## config.mk

```make
export PLATFORM = sky130hd
export DESIGN_NAME = dma_channel_arbiter_irq_unit
export DESIGN_NICKNAME = d
export VERILOG_FILES = /design/src/rtl/dca_pkg.sv /design/src/rtl/dca_prio.sv /design/src/rtl/dca_state.sv /design/src/rtl/dma_channel_arbiter_irq_unit.sv
export SDC_FILE = /design/constraint.sdc
export NUM_CORES = 1
export LEC_CHECK = 0
export BUFFER_PORTS_ARGS = -buffer_cell sky130_fd_sc_hd__buf_4
export CORE_ASPECT_RATIO = 1.75
export CORE_MARGIN = 1
export CORE_UTILIZATION = 65
export CTS_CLUSTER_SIZE = 24
export DETAILED_ROUTE_END_ITERATION = 8
export PLACE_DENSITY = 0.86
export SLEW_MARGIN = 20
export SYNTH_ARGS = -nofsm -noshare
export SYNTH_HDL_FRONTEND = slang
export SYNTH_SLANG_ARGS = --single-unit
export TNS_END_PERCENT = 100
```

## constraint.sdc

```tcl
create_clock -name clk -period 3.94 [get_ports clk]
set_clock_uncertainty 0.2 [all_clocks]
set_input_delay 0.197 -clock clk [delete_from_list [all_inputs] [get_ports clk]]
set_output_delay 0.197 -clock clk [all_outputs]
set_load 0.01 [all_outputs]
```

## src/rtl/dca_pkg.sv

```systemverilog
package dca_pkg;

    localparam int NUM_CHANNELS_DEF = 16;
    localparam int CHAN_W = 4;
    localparam int DATA_W = 32;
    localparam int IRQ_BITS = 7;
    localparam logic [15:0] REQ_RESET = 16'h3400;

    typedef enum logic [2:0] {
        OP_SET_REQ   = 3'd0,
        OP_CLR_REQ   = 3'd1,
        OP_WR_CTRL   = 3'd2,
        OP_RD_CTRL   = 3'd3,
        OP_XFER_END  = 3'd4,
        OP_WR_IRQ    = 3'd5,
        OP_RD_IRQ    = 3'd6,
        OP_UNUSED    = 3'd7
    } op_t;

    typedef struct packed {
        logic       unk30;
        logic       busy;
        logic [1:0] sync;
        logic       unk8;
        logic       dir;
    } ctrl_t;

    typedef struct packed {
        logic [2:0]        op;
        logic [CHAN_W-1:0] channel;
        logic              bank;
        logic [DATA_W-1:0] wdata;
    } event_t;

    typedef struct packed {
        logic [DATA_W-1:0] rdata;
        logic              active_valid;
        logic [CHAN_W-1:0] active_chan;
        logic              irq_raise;
    } result_t;

    function automatic logic [DATA_W-1:0] ctrl_to_word(input ctrl_t c);
        logic [DATA_W-1:0] w;
        w       = '0;
        w[0]    = c.dir;
        w[8]    = c.unk8;
        w[10:9] = c.sync;
        w[24]   = c.busy;
        w[30]   = c.unk30;
        return w;
    endfunction

    function automatic ctrl_t word_to_ctrl(input logic [DATA_W-1:0] v);
        ctrl_t c;
        c.dir   = v[0];
        c.unk8  = v[8];
        c.sync  = v[10:9];
        c.busy  = v[24];
        c.unk30 = v[30];
        return c;
    endfunction

    function automatic logic [DATA_W-1:0] irq_word(
        input logic                force_bit,
        input logic [IRQ_BITS-1:0] mask,
        input logic                enable,
        input logic [IRQ_BITS-1:0] status
    );
        logic [DATA_W-1:0] w;
        w        = '0;
        w[15]    = force_bit;
        w[22:16] = mask;
        w[23]    = enable;
        w[30:24] = status;
        w[31]    = enable && ((mask & status) != '0);
        return w;
    endfunction

endpackage

```

## src/rtl/dca_prio.sv

```systemverilog
module dca_prio #(
    parameter int NUM_CHANNELS = dca_pkg::NUM_CHANNELS_DEF
) (
    input  logic [NUM_CHANNELS-1:0]   eligible,
    output logic                      found,
    output logic [dca_pkg::CHAN_W-1:0] chan
);
    import dca_pkg::*;

    always_comb
    begin
        found = 1'b0;
        chan  = '0;
        for (int i = 0; i < NUM_CHANNELS; i++)
        begin
            if (eligible[i])
            begin
                found = 1'b1;
                chan  = CHAN_W'(i);
            end
        end
    end

endmodule

```

## src/rtl/dca_state.sv

```systemverilog
module dca_state #(
    parameter int NUM_CHANNELS = dca_pkg::NUM_CHANNELS_DEF
) (
    input  logic             clk,
    input  logic             rst_n,
    input  logic             fire,
    input  dca_pkg::event_t  ev,
    output dca_pkg::result_t res
);
    import dca_pkg::*;

    localparam int IDX_W = (NUM_CHANNELS > 1) ? $clog2(NUM_CHANNELS) : 1;

    logic [NUM_CHANNELS-1:0] request_reg;
    logic [NUM_CHANNELS-1:0] request_next;
    ctrl_t                   ctrl_reg [NUM_CHANNELS];
    ctrl_t                   ctrl_next [NUM_CHANNELS];
    logic [IRQ_BITS-1:0]     mask_reg [2];
    logic [IRQ_BITS-1:0]     mask_next [2];
    logic [IRQ_BITS-1:0]     status_reg [2];
    logic [IRQ_BITS-1:0]     status_next [2];
    logic [1:0]              enable_reg;
    logic [1:0]              enable_next;
    logic [1:0]              force_reg;
    logic [1:0]              force_next;

    logic                    ch_ok;
    logic [IDX_W-1:0]        idx;
    logic                    end_bank;
    logic [2:0]              end_bit;
    logic [7:0]              end_mask;
    logic [NUM_CHANNELS-1:0] eligible;
    logic                    found;
    logic [CHAN_W-1:0]       found_chan;
    logic [DATA_W-1:0]       rd_data;
    logic                    irq_hit;

    assign ch_ok    = ({1'b0, ev.channel} < (CHAN_W + 1)'(NUM_CHANNELS));
    assign idx      = ev.channel[IDX_W-1:0];
    assign end_bank = ev.channel[CHAN_W-1];
    assign end_bit  = ev.channel[2:0];
    assign end_mask = {1'b0, mask_reg[end_bank]};

    always_comb
    begin
        request_next = request_reg;
        ctrl_next    = ctrl_reg;
        mask_next    = mask_reg;
        status_next  = status_reg;
        enable_next  = enable_reg;
        force_next   = force_reg;
        rd_data      = '0;
        irq_hit      = 1'b0;
        case (ev.op)
            OP_SET_REQ:
            begin
                if (ch_ok)
                    request_next[idx] = 1'b1;
            end
            OP_CLR_REQ:
            begin
                if (ch_ok)
                    request_next[idx] = 1'b0;
            end
            OP_WR_CTRL:
            begin
                if (ch_ok)
                    ctrl_next[idx] = word_to_ctrl(ev.wdata);
            end
            OP_RD_CTRL:
            begin
                if (ch_ok)
                    rd_data = ctrl_to_word(ctrl_reg[idx]);
            end
            OP_XFER_END:
            begin
                if (ch_ok)
                begin
                    ctrl_next[idx].busy = 1'b0;
                    if (end_mask[end_bit])
                    begin
                        status_next[end_bank][end_bit] = 1'b1;
                        irq_hit = 1'b1;
                    end
                end
            end
            OP_WR_IRQ:
            begin
                force_next[ev.bank]  = ev.wdata[15];
                mask_next[ev.bank]   = ev.wdata[22:16];
                enable_next[ev.bank] = ev.wdata[23];
                status_next[ev.bank] = status_reg[ev.bank] & ~ev.wdata[30:24];
                irq_hit              = ev.wdata[15];
            end
            OP_RD_IRQ:
            begin
                rd_data = irq_word(force_reg[ev.bank], mask_reg[ev.bank],
                                   enable_reg[ev.bank], status_reg[ev.bank]);
            end
            default:
            begin
            end
        endcase
    end

    always_comb
    begin
        for (int i = 0; i < NUM_CHANNELS; i++)
            eligible[i] = request_next[i] && ctrl_next[i].busy;
    end

    dca_prio #(
        .NUM_CHANNELS(NUM_CHANNELS)
    ) u_prio (
        .eligible(eligible),
        .found   (found),
        .chan    (found_chan)
    );

    assign res = {rd_data, found, found_chan, irq_hit};

    always_ff @(posedge clk or negedge rst_n)
    begin
        if (!rst_n)
        begin
            request_reg <= REQ_RESET[NUM_CHANNELS-1:0];
            for (int i = 0; i < NUM_CHANNELS; i++)
                ctrl_reg[i] <= '0;
            for (int b = 0; b < 2; b++)
            begin
                mask_reg[b]   <= '0;
                status_reg[b] <= '0;
            end
            enable_reg <= '0;
            force_reg  <= '0;
        end
        else if (fire)
        begin
            request_reg <= request_next;
            ctrl_reg    <= ctrl_next;
            mask_reg    <= mask_next;
            status_reg  <= status_next;
            enable_reg  <= enable_next;
            force_reg   <= force_next;
        end
    end

endmodule

```

## src/rtl/dma_channel_arbiter_irq_unit.sv

```systemverilog
// Pipeline: an accepted request waits in the request register and its result is registered in the
// result register. Throughput: one request per cycle unless the output stalls; the event logic and
// 16-bit priority encoder sit between the request register and the result register.
// Reset: asynchronous, active low; requests for channels 10, 12 and 13 are set,
// all control and interrupt words are cleared, and both pipeline stages are empty.
module dma_channel_arbiter_irq_unit #(
    parameter int NUM_CHANNELS = dca_pkg::NUM_CHANNELS_DEF
) (
    input  logic                        clk,
    input  logic                        rst_n,
    input  logic                        in_valid,
    output logic                        in_stall,
    input  logic [2:0]                  op,
    input  logic [dca_pkg::CHAN_W-1:0]  channel,
    input  logic                        bank,
    input  logic [dca_pkg::DATA_W-1:0]  wdata,
    output logic                        out_valid,
    input  logic                        out_stall,
    output logic [dca_pkg::DATA_W-1:0]  rdata,
    output logic                        active_valid,
    output logic [dca_pkg::CHAN_W-1:0]  active_chan,
    output logic                        irq_raise
);
    import dca_pkg::*;

    logic    in_valid_reg;
    logic    in_valid_next;
    event_t  ev_reg;
    logic    out_valid_reg;
    logic    out_valid_next;
    result_t res_reg;
    result_t res;
    logic    out_free;
    logic    fire;
    logic    take_in;

    assign out_free = !out_valid_reg || !out_stall;
    assign fire     = in_valid_reg && out_free;
    assign in_stall = in_valid_reg && !out_free;
    assign take_in  = in_valid && !in_stall;

    assign in_valid_next  = take_in || (in_valid_reg && !fire);
    assign out_valid_next = fire || (out_valid_reg && out_stall);

    dca_state #(
        .NUM_CHANNELS(NUM_CHANNELS)
    ) u_state (
        .clk  (clk),
        .rst_n(rst_n),
        .fire (fire),
        .ev   (ev_reg),
        .res  (res)
    );

    always_ff @(posedge clk or negedge rst_n)
    begin
        if (!rst_n)
        begin
            in_valid_reg  <= 1'b0;
            out_valid_reg <= 1'b0;
        end
        else
        begin
            in_valid_reg  <= in_valid_next;
            out_valid_reg <= out_valid_next;
        end
    end

    always_ff @(posedge clk)
    begin
        if (take_in)
        begin
            ev_reg.op      <= op;
            ev_reg.channel <= channel;
            ev_reg.bank    <= bank;
            ev_reg.wdata   <= wdata;
        end
        if (fire)
            res_reg <= res;
    end

    assign out_valid    = out_valid_reg;
    assign rdata        = res_reg.rdata;
    assign active_valid = res_reg.active_valid;
    assign active_chan  = res_reg.active_chan;
    assign irq_raise    = res_reg.irq_raise;

    a_idle_chan_zero: assert property (@(posedge clk) disable iff (!rst_n)
        out_valid && !active_valid |-> active_chan == '0)
        else $error("active channel nonzero with no eligible channel");

    a_irq_no_read: assert property (@(posedge clk) disable iff (!rst_n)
        out_valid && irq_raise |-> rdata == '0)
        else $error("interrupt raised on a read request");

    a_chan_range: assert property (@(posedge clk) disable iff (!rst_n)
        out_valid && active_valid |-> {1'b0, active_chan} < (CHAN_W + 1)'(NUM_CHANNELS))
        else $error("active channel out of range");

    a_fire_empties: assert property (@(posedge clk) disable iff (!rst_n)
        fire && !take_in |=> !in_valid_reg && out_valid_reg)
        else $error("pipeline bookkeeping lost a request");

endmodule
```

# Yosys cells after proc, flatten, opt, wreduce, memory -nomap -nowiden
# Cells that the tools add are included.
# Widths: inputs -> output; s select.
[word_totals] word_cells=236 regBits=223 out_inout_bits=40
[classes] magnitude_cmp=12 eq_ne=7 reduce_logical=47 n_mux=60 bitwise_logic=10
[op_table] operator="$bwmux 96" count=2
[op_table] operator="$pmux 96 s2" count=1
[op_table] operator="$mux 7" count=11
[op_table] operator="$pmux 32 s2" count=1
[op_table] operator="$demux 6 s4" count=2
[op_table] operator="$pmux 16 s2" count=1
[op_table] operator="$bwmux 14" count=2
[op_table] operator="$logic_and 1x1->1" count=28
[op_table] operator="$pmux 14 s2" count=1
[op_table] operator="$bmux 6 s4" count=1
[op_table] operator="$mux 4" count=6
[op_table] operator="$mux 6" count=3
[op_table] operator="$and 16x16->16" count=1
[op_table] operator="$not 16->16" count=1
[op_table] operator="$or 16x16->16" count=1
[op_table] operator="$reduce_or 15->1" count=1
[op_table] operator="$and 7x7->7" count=2
[op_table] operator="$demux 7 s1" count=2
[op_table] operator="$mux 14" count=1
[op_table] operator="$or 14x14->14" count=1
[op_table] operator="$mux 1" count=12
[op_table] operator="$mux 3" count=4
[op_table] operator="$eq 3x3->1 const B" count=3
[op_table] operator="$reduce_or 8->1" count=1
[op_table] operator="other kinds (33)" count=47

# Logic depth before layout (Yosys ltp)
# Gate-level depths: netlist of run 1.
[logic_depth] word_depth=22 depth_mapped=10 ltp_nobuf=7

# Hierarchy
# Synthesis of run 1 repeated with hierarchy kept, for this count alone.
[hier_totals] hier_cells=803 area_unflattened_um2=10306.1
[by_module_without_submodules] module="dca_state" area_each_um2=7709.9 seq_area_each_um2=3607.2 cells_per_inst=688 instances=1
[by_module_without_submodules] module="dma_channel_arbiter_irq_unit" area_each_um2=2434.8 seq_area_each_um2=2392.3 cells_per_inst=86 instances=1
[by_module_without_submodules] module="dca_prio" area_each_um2=161.4 seq_area_each_um2=0.0 cells_per_inst=29 instances=1

# Least setup slack after synthesis of run 1
# Ideal clock, no wire load.
[synth_timing] path_type="register -> register" from="register ev_reg[33] in the netlist's numbering" to="register res_reg (netlist bit active_chan[0]) (data pin)" path_stages_with_launch=10 setup_ns=0.259 slack_ns=1.411 t_arrival_ns=2.070 synth_period_minus_slack_ns=2.529 cell_sequence="edfxtp_1 > buf_4 > buf_4 > buf_4 > nor3_1 > a21oi_1 > a211oi_1 > a211o_1 > a21oi_1 > o31a_1"
[synth_between] elab_chain_cells=22 word_cells_on_any_way=49 classes_between="order compare: 4; mux: 24; bitwise: 4; reduce/logical: 17"
[synth_lines] element="start: declaration" line="dma_channel_arbiter_irq_unit.sv:28" text="event_t ev_reg;"
[synth_lines] element="$lt 4x5->1 (implied by the code), or another cell as far along" line="dca_state.sv:58, dca_state.sv:63"
[synth_lines] element="$logic_and 1x1->1 (implied by the code), or another cell as far along" line="dca_state.sv:58, dca_state.sv:63"
[synth_lines] element="$mux 1 (implied by the code) or $logic_and 1x1->1 (tied branches)"
[synth_lines] element="$demux 1 s4, or another cell as far along"
[synth_lines] element="$not 16->16 (no line), or another cell as far along"
[synth_lines] element="$and 16x16->16 (no line), or another cell as far along"
[synth_lines] element="$pmux 16 s2 or $pmux 96 s2 (tied branches)" line="dca_state.sv:54" text="case (ev.op)"
[synth_lines] element="$logic_and 1x1->1" line="dca_state.sv:109" text="eligible[i] = request_next[i] && ctrl_next[i].busy;"
[synth_lines] element="$mux 1" line="dca_prio.sv:16" text="if (eligible[i])"
[synth_lines] element="$mux 4 (6 in series)" line="dca_prio.sv:16"
[synth_lines] element="$mux 3 (4 in series)" line="dca_prio.sv:16"
[synth_lines] element="$mux 2 (2 in series)" line="dca_prio.sv:16"
[synth_lines] element="$mux 1" line="dca_prio.sv:16"
[synth_lines] element="end signal: assignment" line="dma_channel_arbiter_irq_unit.sv:79" text="res_reg <= res;"
[synth_lines] element="end: declaration" line="dma_channel_arbiter_irq_unit.sv:31" text="result_t res_reg;"
# Several ways; a longest one is shown, not always the timed one.
# A chain may end at the register's enable or synchronous reset.

# Worst setup path after layout of run 1
# Same ends and word-level chain as after synthesis.

==> results.yml, run 1 <==
timing:
  setup_viol: 0
  fmax_ghz: 0.297
  finalMaxSlewViolations: 0
  timing.final.crit_share_pct: 85.4
  finalCriticalPeriod_ns: 3.36
  fin_tns_setup_ns: 0
  hold_viol: 0
  layout_setup_ws_ns: 0.576
  relSlewSlack_pct: 29.8
  tightest_slew_ns: 1.05
  fin_worst_hold_slack_ns: 0.120
  rsz0062_at_grt: "false"
place:
  place_ws_ns: 0.689
  gp_congestion: 0.900
  dp_cells: 957
  port-buffer-count: 60
  hpwlAfterDp_um: 16000
layout:
  layout-drive-gt1-share_pct: 30.3
  area_growth_pct: 14.9
  fin_nets: 873
  diodes: 0
  stdcell_count: 1022
  largest_register_ffs: 96
synth:
  seq_area_frac_synth_pct: 54.5
  synth-edff-count: 55
  avgSynthCellArea_um2: 13.1
  synthFlopType: "dfrtp_1"
  syn_area_um2: 9740
  ys_warn_count: 0
  ys_types: 62
  synthCells: 746
  synthArstFlopShare_pct: 72.6
  ys_seq_elements: 201
worst_setup_path:
  required_ns: 4.11
  max_stage_delay_ns: 1.04
  slowest_stage: "edfxtp_1"
  worst_setup_path_end_kind: "register"
  startpoint_type: "register"
  critPathArrivalTime_ns: 3.53
  crit_type: "register to register"
  crit_fanout: 23
  crit_top_cell: "a21oi_1"
  path_cells: "buf_12, and4bb_1, a21oi_1, a211oi_1, nor2_1, a211o_1, a21oi_1, o31a_1"
floorplanning:
  io_pins: 84
  dieArea_um2: 15500
  start_util_pct: 67.1
  fp.dieW_um: 94.5
  std_cell_rows: 58
  core_area_um2: 14500
  die_h_um: 164
drt:
  drt_first_pass_iters: 6
  vias: 6987
  wl_per_cell_um: 23.9
  drc: 0
  via_per_inst: 6.84
  drtIter0Drc: 944
  routed_wl_um: 24400
  antenna_left: 0
global_routing:
  antenna_found_initial: 0
  gr-total-overflow: 0
  grt_busiest_layer: "met2"
  met1_usage_pct: 40.1
  grt_use_met2_pct: 56.9
  grt_pass1_vias: 7166
  grt_pass1_wl_um: 39100
  grtUsageTotal_pct: 33.7
  grt_start_max_net_pins: 84
  met3_usage_pct: 4.58
power:
  totalPowerFinal_mw: 5.03
  p_leak_nw: 4.72
  powerDensity_nw_per_um2: 449
  ir_drop_v: 0.000393
run:
  maxCapViolCount: 0
cts:
  insertion_delay_ns: 0.50
  ctsResizeCount: 0
  cts_root_buf: "clkbuf_16"
  numCtsBuffers: 19
  cts.clk_slew.worst_paths_ns: 0.07
  cts-htree-levels: 1
  cts_max_path_buffers: 3
  cts_num_sinks: 201
  cts_tree: "done"
hold_path:
  hold_path_class: "input port to async pin"
run_status:
  status: "finished, final reports clean"
[worst max-delay path, delay by kind of cell, from the launching register on]
family,cells,cell delay [ns]
AO/OA/AOI/OAI,5,1.12
flip-flops,1,1.04
AND/OR/NAND/NOR,2,0.56
buffers and inverters,1,0.30
[metrics by stage]
| stage | util [%] | cell area [um^2] |
|---|---|---|
| floorplan | - | 9780 |
| global placement | 70.9 | 10300 |
| detailed placement | 70.9 | 10300 |
| CTS | 77.1 | 11200 |
| global route | 77.1 | 11200 |
| finish | 77.1 | 11200 |
[cells in the final DEF, fill, tap and decap left out, types with 6 or more instances in the layout]
cell type and n:
a211oi_1 7, a21oi_1 27, a22oi_1 9, a31oi_1 7, buf_4 80, clkbuf_16 20
conb_1 11, dfrtp_1 143, dlygate4sd3_1 31, edfxtp_1 55, mux2_1 9, mux2_2 89
mux2i_1 19, mux4_2 32, nand2_1 48, nand3_1 19, nor2_1 38, nor2b_1 6
nor3_1 14, o21ai_0 41, o2bb2ai_1 14, o31ai_1 29
[power breakdown]
group          internal [mW]  switching [mW]  total [mW]
Clock                  0.955           0.781        1.74
Combinational          0.371           0.382       0.754
Sequential              2.37           0.168        2.54
[area by class of cell]
cell class	instances	area (um^2)
clock inverters	8	48.8
well taps	180	225
inverters	7	26.3
repair buffers	113	942
fillers	837	3320
clock buffers	26	533
multi-input cells	487	4110
flip-flops and latches	201	5310
[cells by family after synthesis]
| kind of cell | after synthesis | synth area share [%] |
|---|---|---|
| other | 1 | 0.0385 |
| DFF | 201 | 54.5 |
| buffers and inverters | 68 | 3.79 |
| xor gates and xnor gates | 1 | 0.167 |
| AOI/OAI and AO/OA | 153 | 10.5 |
| muxes | 149 | 20.7 |
| and+or+nand+nor | 173 | 10.3 |
[Yosys cell counts, types with 18 or more instances]
cell	instances	area, um^2
dfrtp_1	143	3580
mux2_2	89	1000
edfxtp_1	55	1650
nand2_1	48	180
o21ai_0	41	205
nor2_1	38	143
mux4_2	32	721
o31ai_1	29	218
a21oi_1	27	135
buf_4	19	143
mux2i_1	19	190
nand3_1	19	95.1
clkbuf_1	18	67.6
[path summary, 6_finish.rpt]
| check | startpoint | endpoint | depth (start not counted) | slack [ns] |
|---|---|---|---|---|
| max in group asynchronous | rst_n | u_state.request_reg[13] | 3 | 2.40 |
| min | rst_n | u_state.request_reg[7] | 2 | 0.12 |
| min in group clk | wdata[8] | ev_reg[8] | 2 | 0.21 |
| max reg2reg | ev_reg[33] | active_chan[0] | 8 | 0.58 |
| max | ev_reg[33] | active_chan[0] | 8 | 0.58 |
| min reg2reg | ev_reg[23] | u_state.enable_reg[0] | 1 | 0.29 |
[timing repair]
action,4_1_cts,5_1_grt
buffers inserted,0,0
hold endpoints to repair,109,0
hold buffers,31,0
[per-layer routing]
layer,vias up,part of all wire [%]
li1,2992,-
met1,3431,34
met5,-,0
met4,0,7.1
met3,123,6.9
met2,441,52
No activity file was read; power rests on OpenSTA's default activity.
==> run 2: changes to the inputs <==
--- a/config.mk
+++ b/config.mk
@@ -11,6 +11,7 @@
 export CORE_UTILIZATION = 65
 export CTS_CLUSTER_SIZE = 24
 export DETAILED_ROUTE_END_ITERATION = 8
+export MAX_ROUTING_LAYER = met4
 export PLACE_DENSITY = 0.86
 export SLEW_MARGIN = 20
 export SYNTH_ARGS = -nofsm -noshare
==> results.yml, run 2 (synthesis gave the netlist of run 1 again) <==
drt:
  antenna_left: 0
  drt_first_pass_iters: 5
  routed_wl_um: 26000
  wl_per_cell_um: 25.3
  drtIter0Drc: 761
  wl_met3_um: 1670
  met2_wirelength_um: 13500
  via_per_inst: 6.89
  wl_met1_um: 8550
  routed.top_layer: "met4"
  vias: 7073
  drc: 0
cts:
  ctsResizeCount: 0
  numCtsBuffers: 19
  cts-htree-levels: 1
  cts_root_buf: "clkbuf_16"
  cts.clk_slew.worst_paths_ns: 0.06
  cts_tree: "done"
  insertion_delay_ns: 0.50
  cts_max_path_buffers: 3
  post_cts_buffers: 0
  cts_hold_buf: 32
  cts_num_sinks: 201
timing:
  rsz0062_at_grt: "false"
  setup_viol: 0
  hold_viol: 0
  finalCriticalPeriod_ns: 3.32
  fmax_ghz: 0.301
  relSlewSlack_pct: 31.1
  finalMaxSlewViolations: 0
  fin_tns_setup_ns: 0
  tightest_slew_ns: 1.03
  timing.final.crit_share_pct: 84.2
  fin_worst_hold_slack_ns: 0.170
layout:
  layout_common_cells: "dfrtp_1, mux2_2, buf_4, edfxtp_1, nand2_1"
  area_growth_pct: 15.4
  layout-drive-gt1-share_pct: 30.7
  fin_nets: 877
  diodes: 0
  stdcell_count: 1026
  largest_register_ffs: 96
  layout_commonest_cell: "dfrtp_1"
place:
  port-buffer-count: 60
  hpwlAfterDp_um: 16600
  gp_congestion: 0.919
  dp_cells: 960
global_routing:
  grtUsageTotal_pct: 36.4
  antenna_found_initial: 0
  grt_pass1_wl_um: 40200
  grt_start_max_net_pins: 91
  grt_pass1_vias: 7220
  gr-total-overflow: 0
floorplanning:
  core_area_um2: 14500
  io_pins: 84
  die_h_um: 164
  fp.dieW_um: 94.5
  start_util_pct: 67.1
  dieArea_um2: 15500
  std_cell_rows: 58
worst_setup_path:
  crit_fanout: 15
  worst_setup_path_end_kind: "register"
  required_ns: 3.98
  critPathArrivalTime_ns: 3.36
  crit_type: "register to register"
  startpoint_type: "register"
power:
  totalPowerFinal_mw: 5.11
  p_leak_nw: 4.76
  ir_drop_v: 0.000366
  powerDensity_nw_per_um2: 454
run:
  maxCapViolCount: 0
run_status:
  status: "finished, final reports clean"
hold_path:
  hold_path_class: "input port to async pin"
==> run 2: cell count changes in the layout (fill, tap and decap cells not counted) <==
cell,change
buf_4,+4
clkbuf_16,-1
clkinv_1,-2
clkinvlp_4,-3
clkbuf_8,+6
dlygate4sd3_1,+1
buf_12,-1
==> run 2: per-layer routing <==
| layer | GRT usage [%] | vias up |
|---|---|---|
| li1 | - | 2996 |
| met1 | 40.0 | 3528 |
| met2 | 59.9 | 412 |
| met3 | 4.95 | 137 |
| met4 | 26.2 | 0 |
| met5 | - | - |
==> run 2: metrics by stage <==
stage | setup WS (ns) | utilization, % | instance area [um^2]
4_1_cts | 0.621 | 77.4 | 11200
6_report | 0.623 | 77.5 | 11200
3_5_place_dp | 0.731 | 71.0 | 10300
3_3_place_gp | 0.895 | 71.0 | 10300
2_1_floorplan | 1.41 | - | 9780
5_1_grt | 0.356 | 77.5 | 11200
==> run 2: cell type report <==
class | instances | area (um^2)
clock buffer | 31 | 591
tap | 180 | 225
sequential | 201 | 5310
clock inverter | 3 | 18.8
timing repair buffer | 117 | 962
fill | 863 | 3270
multi-input combinational | 487 | 4110
inverter | 7 | 26.3
==> run 2: path summary, 6_finish.rpt <==
path	cells past startpoint	from	endpoint	slack, ns
min	2	rst_n	u_state.request_reg[1]	0.17
max in group asynchronous	3	rst_n	u_state.ctrl_reg[87]	2.40
min reg2reg	2	u_state.ctrl_reg[92]	u_state.ctrl_reg[92]	0.30
min in group clk	2	wdata[10]	ev_reg[10]	0.22
max	8	ev_reg[36]	active_chan[0]	0.62
max reg2reg	8	ev_reg[36]	active_chan[0]	0.62
==> run 2: power breakdown <==
group,internal (mW),switching (mW),leakage [nW]
clock network,1.03,0.774,0.303
registers,2.37,0.176,2.41
logic,0.372,0.387,2.04
==> run 2: critical path, stage by stage (launching register included) <==
cell	delay [ns]
edfxtp_1	0.77
nand2_1	0.25
nor3_1	0.65
buf_4	0.26
nand2_1	0.05
a211oi_1	0.44
a211o_1	0.16
a21oi_1	0.04
o31a_1	0.23
